File: config.mk
export PLATFORM = sky130hd
export DESIGN_NAME = utf8_script_run_tokenizer
export DESIGN_NICKNAME = d
export VERILOG_FILES = /design/src/utst_pkg.sv /design/src/utst_decoder.sv /design/src/utst_run_tracker.sv /design/src/utf8_script_run_tokenizer.sv
export SDC_FILE = /design/constraint.sdc
export NUM_CORES = 1
export LEC_CHECK = 0
export BUFFER_PORTS_ARGS = -buffer_cell sky130_fd_sc_hd__clkbuf_2
export CORE_MARGIN = 4
export CORE_UTILIZATION = 45
export DETAILED_ROUTE_END_ITERATION = 8
export SETUP_SLACK_MARGIN = 0.02
export SLEW_MARGIN = 10
export SYNTH_ARGS = -nofsm -noshare
export SYNTH_HDL_FRONTEND = slang
export SYNTH_SLANG_ARGS = --single-unit
File: constraint.sdc
create_clock -name clk -period 7.1 [get_ports clk]
set_input_delay 0.355 -clock clk [delete_from_list [all_inputs] [get_ports clk]]
set_output_delay 0.355 -clock clk [all_outputs]
set_load 0.005 [all_outputs]
File: src/utst_pkg.sv
`timescale 1ns / 1ps
`default_nettype none

package utst_pkg;

  // Offsets and output lengths share one width.
  localparam int OFS_W  = 16;
  localparam int CODE_W = 21;
  localparam int CFG_W  = 8;

  localparam logic [CFG_W-1:0] MIN_RUN_RESET = 8'd2;

  // Lead byte thresholds
  localparam logic [7:0] LEAD4_MIN = 8'hF0;
  localparam logic [7:0] LEAD3_MIN = 8'hE0;
  localparam logic [7:0] LEAD2_MIN = 8'hC0;

  typedef enum logic [1:0] {
    KIND_NONE  = 2'd0,
    KIND_KATA  = 2'd1,
    KIND_LATIN = 2'd2
  } kind_t;

  typedef struct packed {
    logic [7:0] data_byte;
    logic       last_byte;
  } in_t;

  typedef struct packed {
    logic             has_token;
    logic [OFS_W-1:0] token_start;
    logic [OFS_W-1:0] token_bytes;
    logic [OFS_W-1:0] token_chars;
    logic             token_class;
    logic             end_of_text;
  } out_t;

  // Decoder to run tracker, for the byte being processed.
  typedef struct packed {
    logic              complete;    // a codepoint finishes on this byte
    logic [CODE_W-1:0] code;        // assembled codepoint
    logic [OFS_W-1:0]  char_start;  // offset of its lead byte
    logic [OFS_W-1:0]  end_offset;  // offset just past this byte, saturated
  } dec_t;

  function automatic kind_t classify(input logic [CODE_W-1:0] cp);
    kind_t k;
    k = KIND_NONE;
    if ((cp >= 21'h030A0 && cp <= 21'h030FF) ||
        (cp >= 21'h031F0 && cp <= 21'h031FF) ||
        (cp >= 21'h0FF66 && cp <= 21'h0FF9F)) begin
      k = KIND_KATA;
    end else if ((cp >= 21'h00041 && cp <= 21'h0005A) ||
                 (cp >= 21'h00061 && cp <= 21'h0007A) ||
                 (cp >= 21'h00030 && cp <= 21'h00039)) begin
      k = KIND_LATIN;
    end
    return k;
  endfunction

endpackage

`default_nettype wire

File: src/utst_decoder.sv
`timescale 1ns / 1ps
`default_nettype none

module utst_decoder (
  input  wire logic            clk,
  input  wire logic            rst,
  input  wire logic            step,
  input  wire logic [7:0]      data_byte,
  input  wire logic            last_byte,
  output utst_pkg::dec_t       dec
);
  import utst_pkg::*;

  logic [OFS_W-1:0]  byte_offset;
  logic [1:0]        bytes_left;
  logic [CODE_W-1:0] code_accum;
  logic [OFS_W-1:0]  char_start;

  logic [OFS_W-1:0]  byte_offset_next;
  logic [1:0]        bytes_left_next;
  logic [CODE_W-1:0] code_accum_next;
  logic [OFS_W-1:0]  char_start_next;
  logic              complete;

  always_comb begin
    bytes_left_next = bytes_left;
    code_accum_next = code_accum;
    char_start_next = char_start;
    complete        = 1'b0;
    if (bytes_left == 2'd0) begin
      char_start_next = byte_offset;
      if (data_byte >= LEAD4_MIN) begin
        code_accum_next = {{(CODE_W-3){1'b0}}, data_byte[2:0]};
        bytes_left_next = 2'd3;
      end else if (data_byte >= LEAD3_MIN) begin
        code_accum_next = {{(CODE_W-4){1'b0}}, data_byte[3:0]};
        bytes_left_next = 2'd2;
      end else if (data_byte >= LEAD2_MIN) begin
        code_accum_next = {{(CODE_W-5){1'b0}}, data_byte[4:0]};
        bytes_left_next = 2'd1;
      end else begin
        // ASCII or stray continuation byte: one-byte codepoint
        code_accum_next = {{(CODE_W-8){1'b0}}, data_byte};
        complete        = 1'b1;
      end
    end else begin
      code_accum_next = {code_accum[CODE_W-7:0], data_byte[5:0]};
      bytes_left_next = bytes_left - 2'd1;
      complete        = (bytes_left == 2'd1);
    end
    byte_offset_next = (byte_offset == {OFS_W{1'b1}}) ? byte_offset
                                                       : byte_offset + 1'b1;
  end

  assign dec.complete   = complete;
  assign dec.code       = code_accum_next;
  assign dec.char_start = char_start_next;
  assign dec.end_offset = byte_offset_next;

  // End of text returns the decoder to its reset state.
  always_ff @(posedge clk) begin
    if (rst || (step && last_byte)) begin
      byte_offset <= '0;
      bytes_left  <= 2'd0;
      code_accum  <= '0;
      char_start  <= '0;
    end else if (step) begin
      byte_offset <= byte_offset_next;
      bytes_left  <= bytes_left_next;
      code_accum  <= code_accum_next;
      char_start  <= char_start_next;
    end
  end

endmodule

`default_nettype wire

File: src/utst_run_tracker.sv
`timescale 1ns / 1ps
`default_nettype none

module utst_run_tracker (
  input  wire logic                        clk,
  input  wire logic                        rst,
  input  wire logic                        step,
  input  wire logic                        last_byte,
  input  wire logic [utst_pkg::CFG_W-1:0]  min_run_chars,
  input  wire utst_pkg::dec_t              dec,
  output logic                             has_result,
  output utst_pkg::out_t                   res
);
  import utst_pkg::*;

  kind_t            run_kind;
  logic [OFS_W-1:0] run_start;
  logic [OFS_W-1:0] run_chars;

  kind_t            run_kind_next;
  logic [OFS_W-1:0] run_start_next;
  logic [OFS_W-1:0] run_chars_next;

  kind_t            kind;
  logic [OFS_W-1:0] need;
  logic             qual_old;
  logic             qual_new;
  logic             tok_change;
  logic             tok;
  logic [OFS_W-1:0] t_start;
  logic [OFS_W-1:0] t_end;
  logic [OFS_W-1:0] t_chars;
  kind_t            t_kind;

  always_comb begin
    kind = classify(dec.code);
    // a threshold of zero behaves as one
    need = (min_run_chars == '0) ? {{(OFS_W-1){1'b0}}, 1'b1}
                                 : {{(OFS_W-CFG_W){1'b0}}, min_run_chars};
    qual_old = (run_kind != KIND_NONE) && (run_chars >= need);

    run_kind_next  = run_kind;
    run_start_next = run_start;
    run_chars_next = run_chars;
    tok_change     = 1'b0;
    if (dec.complete && (kind != run_kind)) begin
      tok_change     = qual_old;
      run_kind_next  = kind;
      run_start_next = dec.char_start;
      run_chars_next = (kind != KIND_NONE) ? {{(OFS_W-1){1'b0}}, 1'b1} : '0;
    end else if (dec.complete && (kind != KIND_NONE)) begin
      run_chars_next = (run_chars == {OFS_W{1'b1}}) ? run_chars : run_chars + 1'b1;
    end
    qual_new = (run_kind_next != KIND_NONE) && (run_chars_next >= need);

    // A class change wins over the run that ends the text.
    if (tok_change) begin
      t_start = run_start;
      t_end   = dec.char_start;
      t_chars = run_chars;
      t_kind  = run_kind;
    end else begin
      t_start = run_start_next;
      t_end   = dec.complete ? dec.end_offset : dec.char_start;
      t_chars = run_chars_next;
      t_kind  = run_kind_next;
    end
    tok        = tok_change || (last_byte && qual_new);
    has_result = tok || last_byte;

    res.has_token   = tok;
    res.token_start = tok ? t_start : '0;
    res.token_bytes = (tok && (t_end >= t_start)) ? t_end - t_start : '0;
    res.token_chars = tok ? t_chars : '0;
    res.token_class = tok && (t_kind == KIND_LATIN);
    res.end_of_text = last_byte;
  end

  always_ff @(posedge clk) begin
    if (rst || (step && last_byte)) begin
      run_kind  <= KIND_NONE;
      run_start <= '0;
      run_chars <= '0;
    end else if (step) begin
      run_kind  <= run_kind_next;
      run_start <= run_start_next;
      run_chars <= run_chars_next;
    end
  end

endmodule

`default_nettype wire

File: src/utf8_script_run_tokenizer.sv
// Path: a byte is taken into the input register, and its result, if any, is
//   loaded into the result register when the byte is processed; bytes that
//   give no result leave none.
// Throughput: one byte per cycle; the decode, class and run update sit in one
//   register-to-register path, and only a stalled, full result register holds.
// Reset (rst, synchronous): min_run_chars returns to 2, both registers empty,
//   decoder and run state cleared. A final byte clears them again.
`timescale 1ns / 1ps
`default_nettype none

module utf8_script_run_tokenizer (
  input  wire logic                        clk,
  input  wire logic                        rst,
  // configuration: min_run_chars
  input  wire logic                        cfg_we,
  input  wire logic [utst_pkg::CFG_W-1:0]  cfg_wdata,
  // byte input
  input  wire logic                        in_valid,
  output logic                             in_stall,
  input  wire utst_pkg::in_t               in_data,
  // token output
  output logic                             out_valid,
  input  wire logic                        out_stall,
  output utst_pkg::out_t                   out_data
);
  import utst_pkg::*;

  logic [CFG_W-1:0] min_run_chars;

  // input register
  logic in_full;
  in_t  in_item;

  // step: the item in the input register is processed this cycle
  logic step;
  logic in_take;

  dec_t dec;
  logic has_result;
  out_t res;

  always_ff @(posedge clk) begin
    if (rst) begin
      min_run_chars <= MIN_RUN_RESET;
    end else if (cfg_we) begin
      min_run_chars <= cfg_wdata;
    end
  end

  // The input register moves on whenever the result register is empty or is
  // being emptied; items that give no result simply drop out here.
  assign step     = in_full && (!out_valid || !out_stall);
  assign in_stall = in_full && !step;
  assign in_take  = in_valid && !in_stall;

  always_ff @(posedge clk) begin
    if (rst) begin
      in_full <= 1'b0;
    end else if (in_take) begin
      in_full <= 1'b1;
    end else if (step) begin
      in_full <= 1'b0;
    end
  end

  always_ff @(posedge clk) begin
    if (in_take) begin
      in_item <= in_data;
    end
  end

  utst_decoder u_decoder (
    .clk       (clk),
    .rst       (rst),
    .step      (step),
    .data_byte (in_item.data_byte),
    .last_byte (in_item.last_byte),
    .dec       (dec)
  );

  utst_run_tracker u_run_tracker (
    .clk           (clk),
    .rst           (rst),
    .step          (step),
    .last_byte     (in_item.last_byte),
    .min_run_chars (min_run_chars),
    .dec           (dec),
    .has_result    (has_result),
    .res           (res)
  );

  // result register
  always_ff @(posedge clk) begin
    if (rst) begin
      out_valid <= 1'b0;
    end else if (step) begin
      out_valid <= has_result;
    end else if (!out_stall) begin
      out_valid <= 1'b0;
    end
  end

  always_ff @(posedge clk) begin
    if (step && has_result) begin
      out_data <= res;
    end
  end

  // Input is only held back by a full, stalled result register.
  a_stall_cause: assert property (@(posedge clk) disable iff (rst)
    in_stall |-> (out_valid && out_stall))
    else $error("input stalled without output backpressure");

  // A result without a token only marks the end of the text, with empty fields.
  a_empty_result: assert property (@(posedge clk) disable iff (rst)
    (out_valid && !out_data.has_token) |->
      (out_data.end_of_text && out_data.token_bytes == '0 &&
       out_data.token_chars == '0 && !out_data.token_class))
    else $error("result without token is malformed");

  // A reported token holds at least one codepoint.
  a_token_chars: assert property (@(posedge clk) disable iff (rst)
    (out_valid && out_data.has_token) |-> (out_data.token_chars != '0))
    else $error("token with no codepoints");

endmodule

`default_nettype wire
======== Word-level counts from Yosys, hierarchy flattened ========
Index checks and enable logic that the tools add are counted.
storage, ports and cells
  bits in registers ....................... 153
  output and inout bits ................... 53
  logic and storage cells ................. 117
operators by class
  add/subtract/negate cells ............... 4
  $lt $le $gt $ge ......................... 18
  mux-type cells .......................... 33
  equality and inequality tests ........... 7
  reductions and logical operators ........ 37
operators with widths
  cell                                                    count
  2-to-1 mux 16 bit                                       10
  2-to-1 mux 21 bit                                       3
  >= comparator 16 bit                                    3
  >= comparator 21 x 14 -> 1 bit (second input constant)  2
  >= comparator 21 x 7 -> 1 bit (second input constant)   2
  <= comparator 21 x 14 -> 1 bit (second input constant)  2
  <= comparator 21 x 7 -> 1 bit (second input constant)   2
  adder 16 x 1 -> 16 bit (second input constant)          2
  == test 16 bit (second input constant)                  2
  >= comparator 8 bit (second input constant)             3
  >= comparator 21 x 16 -> 1 bit (second input constant)  1
  >= comparator 21 x 6 -> 1 bit (second input constant)   1
  <= comparator 21 x 16 -> 1 bit (second input constant)  1
  <= comparator 21 x 6 -> 1 bit (second input constant)   1
  logical AND 1 bit                                       18
  2-to-1 mux 2 bit                                        8
  2-to-1 mux 8 bit                                        2
  subtractor 16 bit                                       1
  2-to-1 mux 1 bit                                        10
  logical NOT 8 bit                                       1
  logical OR 1 bit                                        8
  nonzero test 2 bit                                      4
  logical NOT 1 bit                                       4
  inequality test 4 bit (second input constant)           1
  other kinds (7)                                         7

======== Longest topological paths before layout ========
Gate-level depths: netlist of run 1.
  word-level depth ........................ 21
  depth in mapped cells ................... 26
  gate-level depth less buffers ........... 23

======== By module ========
A second synthesis of run 1 with hierarchy kept.
second synthesis, totals
  cell total of the unflattened synthesis .. 1,034
  area total of the unflattened synthesis .. 9,311.4 um^2
by module, submodules not included
  module                     instances  sequential area each (um^2)  area each (um^2)  cells an instance
  utst_run_tracker           1          680.7                        4,316.6           596
  utst_decoder               1          980.9                        2,817.7           340
  utf8_script_run_tokenizer  1          2,001.9                      2,177.1           98

======== Least setup slack after synthesis of run 1 ========
OpenSTA, ideal clock, no wires.
  kind .................................... reg2reg
  start ................................... register u_decoder.code_accum[10]
  end ..................................... register out_data[45] (netlist bit), data pin
  setup slack ............................. 1.543 ns
  cell stages (with the launch flop) ...... 22
  clock period less this slack ............ 5.557 ns
  buffers on the path ..................... 4
  arrival ................................. 5.278 ns
  library setup time ...................... 0.279 ns
  path through ............................ dfxtp_1 > or4_4 > or4_1 > or4_1 > o32a_2 > a211o_1 > nand4b_2 > buf_4 > buf_2 > buf_2 > nor2_1 > ha_1 > a21o_1 > a2111oi_0 > o21ai_0 > o211ai_1 > nand2_1 > a2111oi_4 > a21oi_2 > nor4_4 > buf_6 > a211oi_2
on the way
  word-level cells in the longest chain between the ends .. 15
RTL lines
  element                                                      RTL line                          RTL
  start, declared                                              utst_decoder.sv:16                logic [CODE_W-1:0] code_accum;
  start signal, assigned                                       utst_decoder.sv:70                code_accum <= code_accum_next;
  2-to-1 mux 21 bit (*)                                        utst_decoder.sv:30                if (bytes_left == 2'd0) begin
  >= comparator 21 x 7 -> 1 bit, or another cell as far along  utst_pkg.sv:53                    end else if ((cp >= 21'h00041 && cp <= 21'h0005A) ||
  logical AND 1 bit, on equally long branches                  utst_pkg.sv:53, utst_pkg.sv:54
  logical OR 1 bit                                             utst_pkg.sv:53
  logical OR 1 bit                                             utst_pkg.sv:54                    (cp >= 21'h00061 && cp <= 21'h0007A) ||
  2-to-1 mux 2 bit                                             utst_pkg.sv:53
  2-to-1 mux 2 bit (*)                                         utst_pkg.sv:49                    if ((cp >= 21'h030A0 && cp <= 21'h030FF) ||
  nonzero test 2 bit                                           utst_run_tracker.sv:51            end else if (dec.complete && (kind != KIND_NONE)) begin
  logical AND 1 bit                                            utst_run_tracker.sv:51
  2-to-1 mux 16 bit                                            utst_run_tracker.sv:51
  2-to-1 mux 16 bit (*)                                        utst_run_tracker.sv:46            if (dec.complete && (kind != run_kind)) begin
  via u_run_tracker.run_chars_next[4]                          utst_run_tracker.sv:22            logic [OFS_W-1:0] run_chars_next;
  >= comparator 16 bit (*)                                     utst_run_tracker.sv:54            qual_new = (run_kind_next != KIND_NONE) && (run_chars_next >= need);
  logical AND 1 bit (*)                                        utst_run_tracker.sv:54
  logical AND 1 bit (*)                                        utst_run_tracker.sv:68            tok = tok_change || (last_byte && qual_new);
  logical OR 1 bit (*)                                         utst_run_tracker.sv:68
  end signal, assigned                                         utf8_script_run_tokenizer.sv:105  out_data <= res;
  end, declared                                                utf8_script_run_tokenizer.sv:24   output utst_pkg::out_t out_data
The timed path passes the listed nets; every way through them passes the cells marked *.
A chain may end at the register's enable or synchronous reset.

======== Worst setup path after layout of run 1 ========
  start ................................... register u_decoder.code_accum[10]
  end ..................................... register out_data[19] (netlist bit), data pin
on the way
  word-level cells in the longest chain between the ends .. 16
RTL lines
  element                                                      RTL line                                        RTL
  2-to-1 mux 21 bit (*)                                        utst_decoder.sv:30
  >= comparator 21 x 7 -> 1 bit, or another cell as far along  utst_pkg.sv:53
  logical AND 1 bit, on equally long branches                  utst_pkg.sv:53, utst_pkg.sv:54
  logical OR 1 bit                                             utst_pkg.sv:53
  logical OR 1 bit                                             utst_pkg.sv:54
  2-to-1 mux 2 bit                                             utst_pkg.sv:53
  2-to-1 mux 2 bit (*)                                         utst_pkg.sv:49
  nonzero test 2 bit                                           utst_run_tracker.sv:50, utst_run_tracker.sv:51
  logical AND 1 bit                                            utst_run_tracker.sv:51
  2-to-1 mux 16 bit                                            utst_run_tracker.sv:51
  2-to-1 mux 16 bit                                            utst_run_tracker.sv:46
  >= comparator 16 bit                                         utst_run_tracker.sv:54
  logical AND 1 bit                                            utst_run_tracker.sv:54
  logical AND 1 bit                                            utst_run_tracker.sv:68
  logical OR 1 bit                                             utst_run_tracker.sv:68
  logical AND 1 bit                                            utst_run_tracker.sv:73                          res.token_bytes = (tok && (t_end >= t_start)) ? t_end - t_start : '0;
Every way passes the cells marked *; elsewhere a longest branch is shown, timed or not.

==> results of run 1 <==
## path summary, 6_finish.rpt
kind                                                  to  slack, ps  cells past startpoint
worst max-delay path                        out_data[19]        760                     19
worst min-delay path                          in_item[3]        100                      1
worst max register to register              out_data[19]        760                     19
worst min register to register  u_decoder.char_start[10]        460                      2
## layout by cell type (no fill, tap or decap), drive strengths merged, types with 34 or more instances in the layout
master and count:
a211oi 43, nor2 101, clkbuf 100, nand3 63, a21oi 82, o21ai 68
nand2 127, edfxtp 60, dfxtp 93, ha 34
## layout make-up
class                   instances  area, um^2  share of cell area (%)
flip-flops and latches        153        3660                    35.3
repair buffers                 92         518                    4.99
clock buffers                  26         512                    4.93
clock inverters                 6        41.3                   0.398
multi-input cells             811        5190                    50.0
well taps                     270         338                    3.26
inverters                      30         113                    1.09
## synthesized netlist by cell type, drive strengths merged (11+ instances only)
library cell  instances  area (um^2)
a211oi               43          365
a21oi                82          425
and2                 13         85.1
and3                 11         70.1
buf                  26          188
clkbuf               48          201
dfxtp                93         1860
edfxtp               60         1800
ha                   34          425
inv                  30          113
mux2i                29          290
nand2               127          477
nand2b               12         75.1
nand3                63          315
nand4                12         75.1
nor2                101          382
nor3                 22          110
o211ai               13         97.6
o21ai                68          400
or2                  11         68.8
or3                  14         88.8
xnor2                20          183
xor2                 11         96.3
## layer usage
layer,vias to the layer above,GRT usage (%),wire length [um]
met5,-,0,0
met4,0,5.52,326
met3,26,3.90,1310
met2,238,31.2,10500
met1,3850,30.9,12000
li1,4007,-,-
## metrics by stage
step                util, %  power, mW  setup WS [ps]  hold slack (ps)
floorplan                 -       1.29           1540              434
global placement       48.4       1.39            932              445
detailed placement     48.4       1.39            808              450
CTS                    51.1       2.26            782             81.7
global route           51.1       2.35            243             81.2
finish                 51.1       2.24            759              100
## sequential cells by signal, indices dropped and copies added (netlist names)
signal                   flops
out_data                    51
in_full                      1
out_valid                    1
u_run_tracker.run_start     16
u_decoder.byte_offset       16
u_run_tracker.run_kind       2
in_item                      9
u_decoder.bytes_left         2
u_decoder.char_start        16
u_decoder.code_accum        15
min_run_chars                8
u_run_tracker.run_chars     16
## where the power goes
group | switching [mW] | total [mW] | leakage [nW] | internal [mW]
Combinational | 0.278 | 0.433 | 2.04 | 0.155
Clock | 0.366 | 0.864 | 0.269 | 0.499
Sequential | 0.0172 | 0.947 | 1.37 | 0.929
## worst max-delay path, cell delays in order, from the launching register on
cell and delay [ps]:
sky130_fd_sc_hd__dfxtp_1 320, sky130_fd_sc_hd__or4_4 530, sky130_fd_sc_hd__or4_1 580, sky130_fd_sc_hd__or4_1 410
sky130_fd_sc_hd__o32a_2 240, sky130_fd_sc_hd__nand3_1 160, sky130_fd_sc_hd__a211oi_4 130, sky130_fd_sc_hd__a21oi_2 480
sky130_fd_sc_hd__buf_4 260, sky130_fd_sc_hd__nor2_1 50, sky130_fd_sc_hd__a221oi_1 480, sky130_fd_sc_hd__ha_1 390
sky130_fd_sc_hd__or2_2 310, sky130_fd_sc_hd__a21oi_1 200, sky130_fd_sc_hd__a211oi_1 80, sky130_fd_sc_hd__or4_1 540
sky130_fd_sc_hd__a41oi_1 500, sky130_fd_sc_hd__a211oi_4 180, sky130_fd_sc_hd__nand2b_1 140, sky130_fd_sc_hd__o32ai_1 90
## logic make-up (layout without fill, tap and decap cells)
| logic type | after synthesis | in the layout | synth area share (%) |
|---|---|---|---|
| mux | 32 | 32 | 3.47 |
| compound gates | 291 | 291 | 22.3 |
| buf+inv | 104 | 154 | 5.37 |
| xor+xnor | 31 | 31 | 2.99 |
| simple gates | 422 | 422 | 21.9 |
| fa+ha+maj | 35 | 35 | 4.77 |
| flops | 153 | 153 | 39.2 |
==> flow_metrics.py, run 1 <==
metrics = {
    "run_status": {
        "result_of_the_run": "finished, final reports clean",
    },
    "clock_tree": {
        "cts_tree": "built",
        "clock_sinks": 153,
        "clock_tree.buffer_depth": 2,
        "cts.root.buffer_cell": "sky130_fd_sc_hd__clkbuf_16",
        "hold_buffers_post_cts": 0,
        "clock_pin_transition_on_the_worst_setup_and_hold_timing_paths_ps": 60,
        "clock_latency_ps": 430,
        "cts_max_level": 4,
        "tritoncts.num_buffers": 17,
        "post_cts.repair.setup_buffers": 0,
        "cts_resized": 0,
    },
    "logic_synthesis": {
        "postSynth.asyncResetShare_pct": 0,
        "syn_inst": 1068,
        "ys_ff_latch": 153,
        "synth_enable_flop_cells": 60,
        "synth_sequential_area_ratio_pct": 39.2,
        "ys.warnings.count": 0,
        "synth_nets": 1125,
        "synth.distinct_cells": 90,
        "postSynthAreaPerCell_um2": 8.74,
        "post_synth_instance_area_mm2": 0.00934,
        "dominantRegCellSynth": "sky130_fd_sc_hd__dfxtp_1",
    },
    "floorplanning": {
        "chipHeight_um": 152,
        "initial_cell_density_of_the_core_pct": 46.0,
        "floorplan.die.width_um": 152,
        "design.core.area_mm2": 0.0203,
        "core.rowCount": 52,
        "die_area_mm2": 0.0231,
        "floorplan.io_pins": 75,
    },
    "setup_path": {
        "worst-setup-path-type": "flop to flop",
        "timing.critical_path.fanout_max": 16,
        "setup.worst_path.start_class": "flop",
        "cp.required_ps": 7260,
        "beginning_of_the_worst_register_to_register_path": "u_decoder.code_accum[10]",
        "timing.critical_path.arrival_ps": 6500,
        "crit_path_launch": "u_decoder.code_accum[10]",
        "critPathCaptureType": "flop",
    },
    "power": {
        "leak_pwr_nw": 3.67,
        "power.density_mw_per_mm2": 216,
        "worst_ir_drop_vdd_mv": 0.162,
    },
    "grt": {
        "first_pass_grt_wire_length_mm": 40.4,
        "pin_count_of_the_biggest_net_entering_global_routing": 69,
        "first_global_vias": 7641,
        "globalRouteOverflowTotal": 0,
        "gr-usage-all-layers_pct": 20.8,
        "grt_antenna_before_repair": 0,
    },
    "routing": {
        "remaining_drc_errors": 0,
        "wl_per_cell_um": 17.4,
        "detail_route.iter0.violations": 624,
        "vias_after_detailed_routing": 8121,
        "avgViaCountPerCell": 5.85,
        "firstDrtPassIters": 5,
        "ant_nets": 0,
        "wirelength_mm": 24.2,
    },
    "sta": {
        "worst_clock_skew_ps": 9.17,
        "min_period_over_period_pct": 89.3,
        "max_slew_violation_total_from_the_final_report": 0,
        "timing.max_slew.rel_slack_pct": 28.4,
        "fin_crit_ps": 6340,
        "grt_setup_unrepaired": "no",
        "number_of_failing_hold_endpoints_at_the_final_stage": 0,
        "setup-tns-final_ps": 0,
        "finalSetupViolCount": 0,
        "max_freq_mhz": 158,
        "max_slew.worst_pin.slew_ps": 1070,
    },
    "layout": {
        "antenna-diode-count": 0,
        "count_of_non_filler_cells_in_the_finished_layout": 1388,
        "nets": 1162,
        "finalInstanceArea_mm2": 0.0104,
        "n_fill_cell": 1977,
        "layout-drive-gt1-share_pct": 17.0,
        "layout_overhead_on_the_synthesized_area_pct": 11.1,
    },
    "place": {
        "port_buffers": 74,
        "placedCellCount": 1356,
        "dp.final_hpwl_mm": 16.9,
        "placement.cell_area_mm2": 0.00982,
        "place.gp.congestion": 0.882,
    },
    "run": {
        "cap_viol_max_count": 0,
    },
    "worst_hold_path": {
        "worstHoldPathType": "primary input to flop",
        "worst_hold_start": "in_data[3]",
    },
}
(Power assumes the default switching activity.)
==> run 2, diff against run 1 <==
--- a/config.mk
+++ b/config.mk
@@ -9,6 +9,7 @@
 export CORE_MARGIN = 4
 export CORE_UTILIZATION = 45
 export DETAILED_ROUTE_END_ITERATION = 8
+export PLACE_DENSITY = 0.73
 export SETUP_SLACK_MARGIN = 0.02
 export SLEW_MARGIN = 10
 export SYNTH_ARGS = -nofsm -noshare
==> flow_metrics.py, run 2 (synthesized netlist as in run 1, its figures left out) <==
metrics = {
    "setup_path": {
        "setup.worst_path.start_class": "flop",
        "beginning_of_the_worst_register_to_register_path": "min_run_chars[2]",
        "worstSetupEndpoint": "out_data[19]",
        "worst-setup-path-type": "flop to flop",
        "cp_top_family": "compound AO/OA/AOI/OAI gates",
        "master_of_the_slowest_instance_on_the_critical_path": "sky130_fd_sc_hd__a211oi_4",
        "worst_path_largest_cell_delay_ps": 570,
        "r2r_end": "out_data[19]",
        "cp.required_ps": 7350,
        "crit_path_launch": "min_run_chars[2]",
        "rr_worst_depth": 23,
        "critical_path_cell_count": 23,
        "critPathCaptureType": "flop",
        "cp_cell_sequence": "nor4_1 > a41o_1 > ha_1 > nand2b_1 > a21o_1 > a21oi_1 > o21ai_0 > a41oi_1 > a211o_1 > buf_4 > nand3_1 > o21a_1 > ha_1 > fa_1 > nand2b_1 > a21oi_1 > o21ai_0 > a211oi_1 > or4_1 > a41oi_1 > a211oi_4 > nand2b_1 > o32ai_1",
        "timing.critical_path.fanout_max": 36,
        "crit_top_cell": "sky130_fd_sc_hd__nand2b_1",
        "worstPathBufferInverterCount": 1,
        "reg2reg_setup_slack_ps": 770,
        "timing.critical_path.arrival_ps": 6570,
    },
    "clock_tree": {
        "cts.root.buffer_cell": "sky130_fd_sc_hd__clkbuf_16",
        "cts_tree": "built",
        "clock_sinks": 153,
        "tritoncts.num_buffers": 17,
        "hold_buffers_post_cts": 0,
        "clock_tree.buffer_depth": 2,
        "cts_max_level": 4,
        "cts_resized": 0,
        "post_cts.repair.setup_buffers": 0,
        "clock_pin_transition_on_the_worst_setup_and_hold_timing_paths_ps": 60,
        "clock_latency_ps": 430,
    },
    "grt": {
        "gr-usage-all-layers_pct": 20.2,
        "first_pass_grt_wire_length_mm": 39.1,
        "pin_count_of_the_biggest_net_entering_global_routing": 84,
        "globalRouteOverflowTotal": 0,
        "first_global_vias": 7598,
        "grt_antenna_before_repair": 0,
    },
    "layout": {
        "largest_reg_flops": 51,
        "antenna-diode-count": 0,
        "most-common-layout-cells": "sky130_fd_sc_hd__nand2_1, sky130_fd_sc_hd__nor2_1, sky130_fd_sc_hd__dfxtp_1",
        "nets": 1159,
        "layout-drive-gt1-share_pct": 17.0,
        "mostFrequentLayoutCell": "sky130_fd_sc_hd__nand2_1",
        "layout_overhead_on_the_synthesized_area_pct": 11.7,
        "max_flop_register": "out_data",
    },
    "routing": {
        "met1Wirelength_mm": 10.7,
        "firstDrtPassIters": 6,
        "met3WireLength_mm": 1.82,
        "avgViaCountPerCell": 5.97,
        "topRoutingLayerUsed": "met4",
        "vias_after_detailed_routing": 8268,
        "wl_per_cell_um": 17.0,
        "remaining_drc_errors": 0,
        "wirelength_mm": 23.6,
        "met2WireLength_mm": 10.6,
        "detail_route.iter0.violations": 828,
        "ant_nets": 0,
    },
    "floorplanning": {
        "chipHeight_um": 152,
        "design.core.area_mm2": 0.0203,
        "initial_cell_density_of_the_core_pct": 46.0,
        "die_area_mm2": 0.0231,
        "floorplan.io_pins": 75,
        "core.rowCount": 52,
        "floorplan.die.width_um": 152,
    },
    "sta": {
        "finalSetupViolCount": 0,
        "min_period_over_period_pct": 89.1,
        "timing.max_slew.rel_slack_pct": 20.8,
        "grt_setup_unrepaired": "no",
        "fin_crit_ps": 6330,
        "max_freq_mhz": 158,
        "setup-tns-final_ps": 0,
        "number_of_failing_hold_endpoints_at_the_final_stage": 0,
        "max_slew_violation_total_from_the_final_report": 0,
        "max_slew.worst_pin.slew_ps": 1180,
        "worst_clock_skew_ps": 8.05,
    },
    "power": {
        "power_frac_seq_pct": 40.1,
        "power.density_mw_per_mm2": 226,
        "p_int_mw": 1.71,
        "worst_ir_drop_vdd_mv": 0.134,
        "clock_share_of_power_pct": 41.7,
        "leak_pwr_nw": 3.70,
        "comb_power_share_pct": 18.2,
        "power_switching_share_pct": 27.6,
        "p_switching_uw": 653,
        "p_total_mw": 2.36,
    },
    "worst_hold_path": {
        "worstHoldPathType": "primary input to flop",
        "worst_hold_path.num_cells": 1,
    },
    "place": {
        "dp.final_hpwl_mm": 16.1,
        "place.gp.congestion": 0.911,
        "port_buffers": 74,
    },
    "run_status": {
        "result_of_the_run": "finished, final reports clean",
    },
    "run": {
        "cap_viol_max_count": 0,
    },
}
==> run 2: worst min path at each step <==
stage / from / to / slack, ps
final: in_data[0] / in_item[0] / 100
after global routing: in_data[1] / in_item[1] / 90
after CTS: in_data[0] / in_item[0] / 90
after detailed placement: u_decoder.char_start[10] / u_decoder.char_start[10] / 460
after global placement: u_decoder.char_start[10] / u_decoder.char_start[10] / 440
after floorplan: u_decoder.code_accum[9] / u_decoder.code_accum[9] / 430
==> run 2: power by group through the flow <==
stage | registers [mW] | clock network, mW | logic, mW
after CTS | 0.946 | 1.00 | 0.424
final | 0.947 | 0.985 | 0.429
after global placement | 0.966 | 0 | 0.412
after detailed placement | 0.966 | 0 | 0.416
after floorplan | 0.960 | 0 | 0.332
after global routing | 0.949 | 1.05 | 0.471
==> run 2: routing by layer <==
layer	global-route usage (%)	vias to the layer above
li1	-	4006
met1	28.7	3870
met2	31.3	355
met3	4.01	37
met4	5.99	0
met5	0	-
==> run 2: final cells by class <==
cell class                      instances  area, um^2
Clock buffer                           20         437
Fill cell                            1845        9870
Sequential cell                       153        3660
Multi-Input combinational cell        811        5190
Timing Repair Buffer                   89         495
Inverter                               30         113
Clock inverter                         12         199
Tap cell                              270         338
==> run 2: stage by stage <==
step / utilization, % / setup WS [ps] / std cells / area, um^2 / hold slack [ps]
detailed placement: 48.3 / 902 / 1353 / 9800 / 458
finish: 51.4 / 773 / 1385 / 10400 / 102
global placement: 48.3 / 1020 / 1353 / 9800 / 442
global route: 51.4 / 309 / 1385 / 10400 / 85.9
CTS: 51.4 / 827 / 1385 / 10400 / 87.8
floorplan: - / 1540 / 1068 / 9340 / 434
==> run 2: worst register-to-register path, stage by stage, from the launching register on <==
cell and delay, ps:
sky130_fd_sc_hd__dfxtp_1 330, sky130_fd_sc_hd__nor4_1 270, sky130_fd_sc_hd__a41o_1 250, sky130_fd_sc_hd__ha_1 230
sky130_fd_sc_hd__nand2b_1 140, sky130_fd_sc_hd__a21o_1 170, sky130_fd_sc_hd__a21oi_1 190, sky130_fd_sc_hd__o21ai_0 190
sky130_fd_sc_hd__a41oi_1 520, sky130_fd_sc_hd__a211o_1 360, sky130_fd_sc_hd__buf_4 430, sky130_fd_sc_hd__nand3_1 170
sky130_fd_sc_hd__o21a_1 140, sky130_fd_sc_hd__ha_1 200, sky130_fd_sc_hd__fa_1 400, sky130_fd_sc_hd__nand2b_1 170
sky130_fd_sc_hd__a21oi_1 180, sky130_fd_sc_hd__o21ai_0 140, sky130_fd_sc_hd__a211oi_1 340, sky130_fd_sc_hd__or4_1 240
sky130_fd_sc_hd__a41oi_1 260, sky130_fd_sc_hd__a211oi_4 570, sky130_fd_sc_hd__nand2b_1 130, sky130_fd_sc_hd__o32ai_1 150
==> run 3, diff against run 2 <==
--- a/config.mk
+++ b/config.mk
@@ -7,9 +7,9 @@
 export LEC_CHECK = 0
 export BUFFER_PORTS_ARGS = -buffer_cell sky130_fd_sc_hd__clkbuf_2
 export CORE_MARGIN = 4
-export CORE_UTILIZATION = 45
+export CORE_UTILIZATION = 39
 export DETAILED_ROUTE_END_ITERATION = 8
-export PLACE_DENSITY = 0.73
+export PLACE_DENSITY = 0.66
 export SETUP_SLACK_MARGIN = 0.02
 export SLEW_MARGIN = 10
 export SYNTH_ARGS = -nofsm -noshare
==> flow_metrics.py, run 3 (synthesized netlist as in run 1, its figures left out) <==
metrics = {
    "grt": {
        "globalRouteOverflowTotal": 0,
        "pin_count_of_the_biggest_net_entering_global_routing": 84,
        "first_pass_grt_wire_length_mm": 39.7,
        "gr-usage-all-layers_pct": 18.1,
        "grt_antenna_before_repair": 0,
        "first_global_vias": 7742,
    },
    "floorplanning": {
        "die_area_mm2": 0.0265,
        "core.rowCount": 56,
        "chipHeight_um": 163,
        "design.core.area_mm2": 0.0235,
        "floorplan.io_pins": 75,
        "initial_cell_density_of_the_core_pct": 39.7,
        "floorplan.die.width_um": 163,
    },
    "setup_path": {
        "worst-setup-path-type": "flop to flop",
        "timing.critical_path.arrival_ps": 6690,
        "cp_cell_sequence": "nor4_1 > a41o_1 > ha_1 > nand2b_1 > a21o_1 > a21oi_1 > o21ai_0 > a41oi_1 > a211o_1 > buf_4 > nand3_1 > o21a_1 > ha_1 > fa_1 > nand2b_1 > a21oi_1 > o21ai_0 > a211oi_1 > or4_1 > a41oi_1 > a211oi_4 > nand2b_1 > o32ai_1",
        "master_of_the_slowest_instance_on_the_critical_path": "sky130_fd_sc_hd__a211oi_4",
        "worst_path_largest_cell_delay_ps": 630,
        "cp.required_ps": 7340,
        "critPathCaptureType": "flop",
        "timing.critical_path.fanout_max": 36,
        "rr_worst_depth": 23,
        "crit_top_cell": "sky130_fd_sc_hd__nand2b_1",
        "setup.worst_path.start_class": "flop",
    },
    "routing": {
        "remaining_drc_errors": 0,
        "vias_after_detailed_routing": 8106,
        "firstDrtPassIters": 5,
        "detail_route.iter0.violations": 695,
        "ant_nets": 0,
        "wirelength_mm": 23.7,
        "avgViaCountPerCell": 5.65,
        "wl_per_cell_um": 16.6,
    },
    "place": {
        "dp.final_hpwl_mm": 16.5,
        "place.gp.congestion": 0.913,
        "port_buffers": 74,
        "placedCellCount": 1402,
    },
    "power": {
        "leak_pwr_nw": 3.66,
        "clock_share_of_power_pct": 39.0,
        "worst_ir_drop_vdd_mv": 0.146,
        "power_frac_seq_pct": 41.8,
        "power.density_mw_per_mm2": 217,
        "comb_power_share_pct": 19.1,
        "power_switching_share_pct": 29.4,
        "p_switching_uw": 665,
        "p_int_mw": 1.60,
    },
    "sta": {
        "max_freq_mhz": 155,
        "worst_clock_skew_ps": 14.3,
        "number_of_failing_hold_endpoints_at_the_final_stage": 0,
        "timing.max_slew.rel_slack_pct": 30.0,
        "min_period_over_period_pct": 90.9,
        "max_slew_violation_total_from_the_final_report": 0,
        "setup-tns-final_ps": 0,
        "grt_setup_unrepaired": "no",
        "max_slew.worst_pin.slew_ps": 1050,
        "fin_crit_ps": 6450,
        "finalSetupViolCount": 0,
    },
    "clock_tree": {
        "cts_max_level": 4,
        "clock_latency_ps": 430,
        "clock_sinks": 153,
        "cts_tree": "built",
        "clock_pin_transition_on_the_worst_setup_and_hold_timing_paths_ps": 60,
        "tritoncts.num_buffers": 17,
        "clock_tree.buffer_depth": 2,
        "post_cts.repair.setup_buffers": 0,
        "cts_resized": 0,
        "hold_buffers_post_cts": 0,
        "cts.root.buffer_cell": "sky130_fd_sc_hd__clkbuf_16",
    },
    "layout": {
        "layout_overhead_on_the_synthesized_area_pct": 11.6,
        "nets": 1159,
        "max_flop_register": "out_data",
        "mostFrequentLayoutCell": "sky130_fd_sc_hd__nand2_1",
        "count_of_non_filler_cells_in_the_finished_layout": 1434,
        "layout-drive-gt1-share_pct": 17.0,
        "largest_reg_flops": 51,
        "antenna-diode-count": 0,
        "most-common-layout-cells": "sky130_fd_sc_hd__nand2_1, sky130_fd_sc_hd__nor2_1, sky130_fd_sc_hd__dfxtp_1",
    },
    "worst_hold_path": {
        "worst_hold_path.num_cells": 1,
        "worstHoldPathType": "primary input to flop",
    },
    "run_status": {
        "result_of_the_run": "finished, final reports clean",
    },
    "run": {
        "cap_viol_max_count": 0,
    },
}
run 3: cell count changes in the layout (fill, tap and decap cells not counted):
cell                         before  now
sky130_fd_sc_hd__clkbuf_1         3    2
sky130_fd_sc_hd__clkinv_4         2    3
sky130_fd_sc_hd__nor2_1         100   99
sky130_fd_sc_hd__nor2_2           1    2
sky130_fd_sc_hd__clkinv_1         0    3
sky130_fd_sc_hd__bufinv_16        5    2
sky130_fd_sc_hd__clkinv_2         3    2
sky130_fd_sc_hd__inv_6            1    0
sky130_fd_sc_hd__clkinvlp_4       1    3
run 3: per-stage QoR:
stage	worst slack [ps]	area, um^2	util, %	hold WS, ps	power (mW)
global placement	910	9860	41.9	444	1.38
CTS	711	10400	44.3	85.5	2.27
floorplan	1540	9340	-	434	1.29
finish	648	10400	44.3	98.9	2.26
detailed placement	761	9860	41.9	452	1.39
global route	37.7	10400	44.3	95.1	2.36
run 3: path summary, 6_finish.rpt:
path,end,slack (ps),from
worst max-delay path,out_data[18],650,min_run_chars[2]
worst min-delay path,in_item[2],100,in_data[2]
worst max register to register,out_data[18],650,min_run_chars[2]
worst min register to register,u_decoder.char_start[10],460,u_decoder.char_start[10]
run 3: area by class of cell:
type | count | area [um^2]
clock buffers | 19 | 433
flip-flops and latches | 153 | 3660
repair buffers | 89 | 495
multi-input cells | 811 | 5190
inverters | 30 | 113
fillers | 2327 | 13100
well taps | 319 | 399
clock inverters | 13 | 130
run 3: power by group through the flow:
stage / Clock (mW) / Combinational [mW] / Sequential, mW
final: 0.883 / 0.433 / 0.946
after global routing: 0.929 / 0.478 / 0.949
after CTS: 0.893 / 0.428 / 0.946
after detailed placement: 0 / 0.423 / 0.965
after global placement: 0 / 0.418 / 0.965
after floorplan: 0 / 0.332 / 0.960
run 3: metal layers:
metal  part of all wire, %  vias up  GRT usage (%)
met5                     0        -              0
met4                   1.3        0           4.73
met3                   5.0       21           3.11
met2                    45      245           29.0
met1                    48     3850           25.5
li1                      -     3990              -
run 3: worst max-delay path, delay by kind of cell (launching register included):
family | cells | cell delay (ps)
adder cells (fa/ha/maj) | 3 | 830
flip-flops | 1 | 330
AND/OR/NAND/NOR | 6 | 1050
AO/OA/AOI/OAI | 13 | 3590
buffers and inverters | 1 | 440
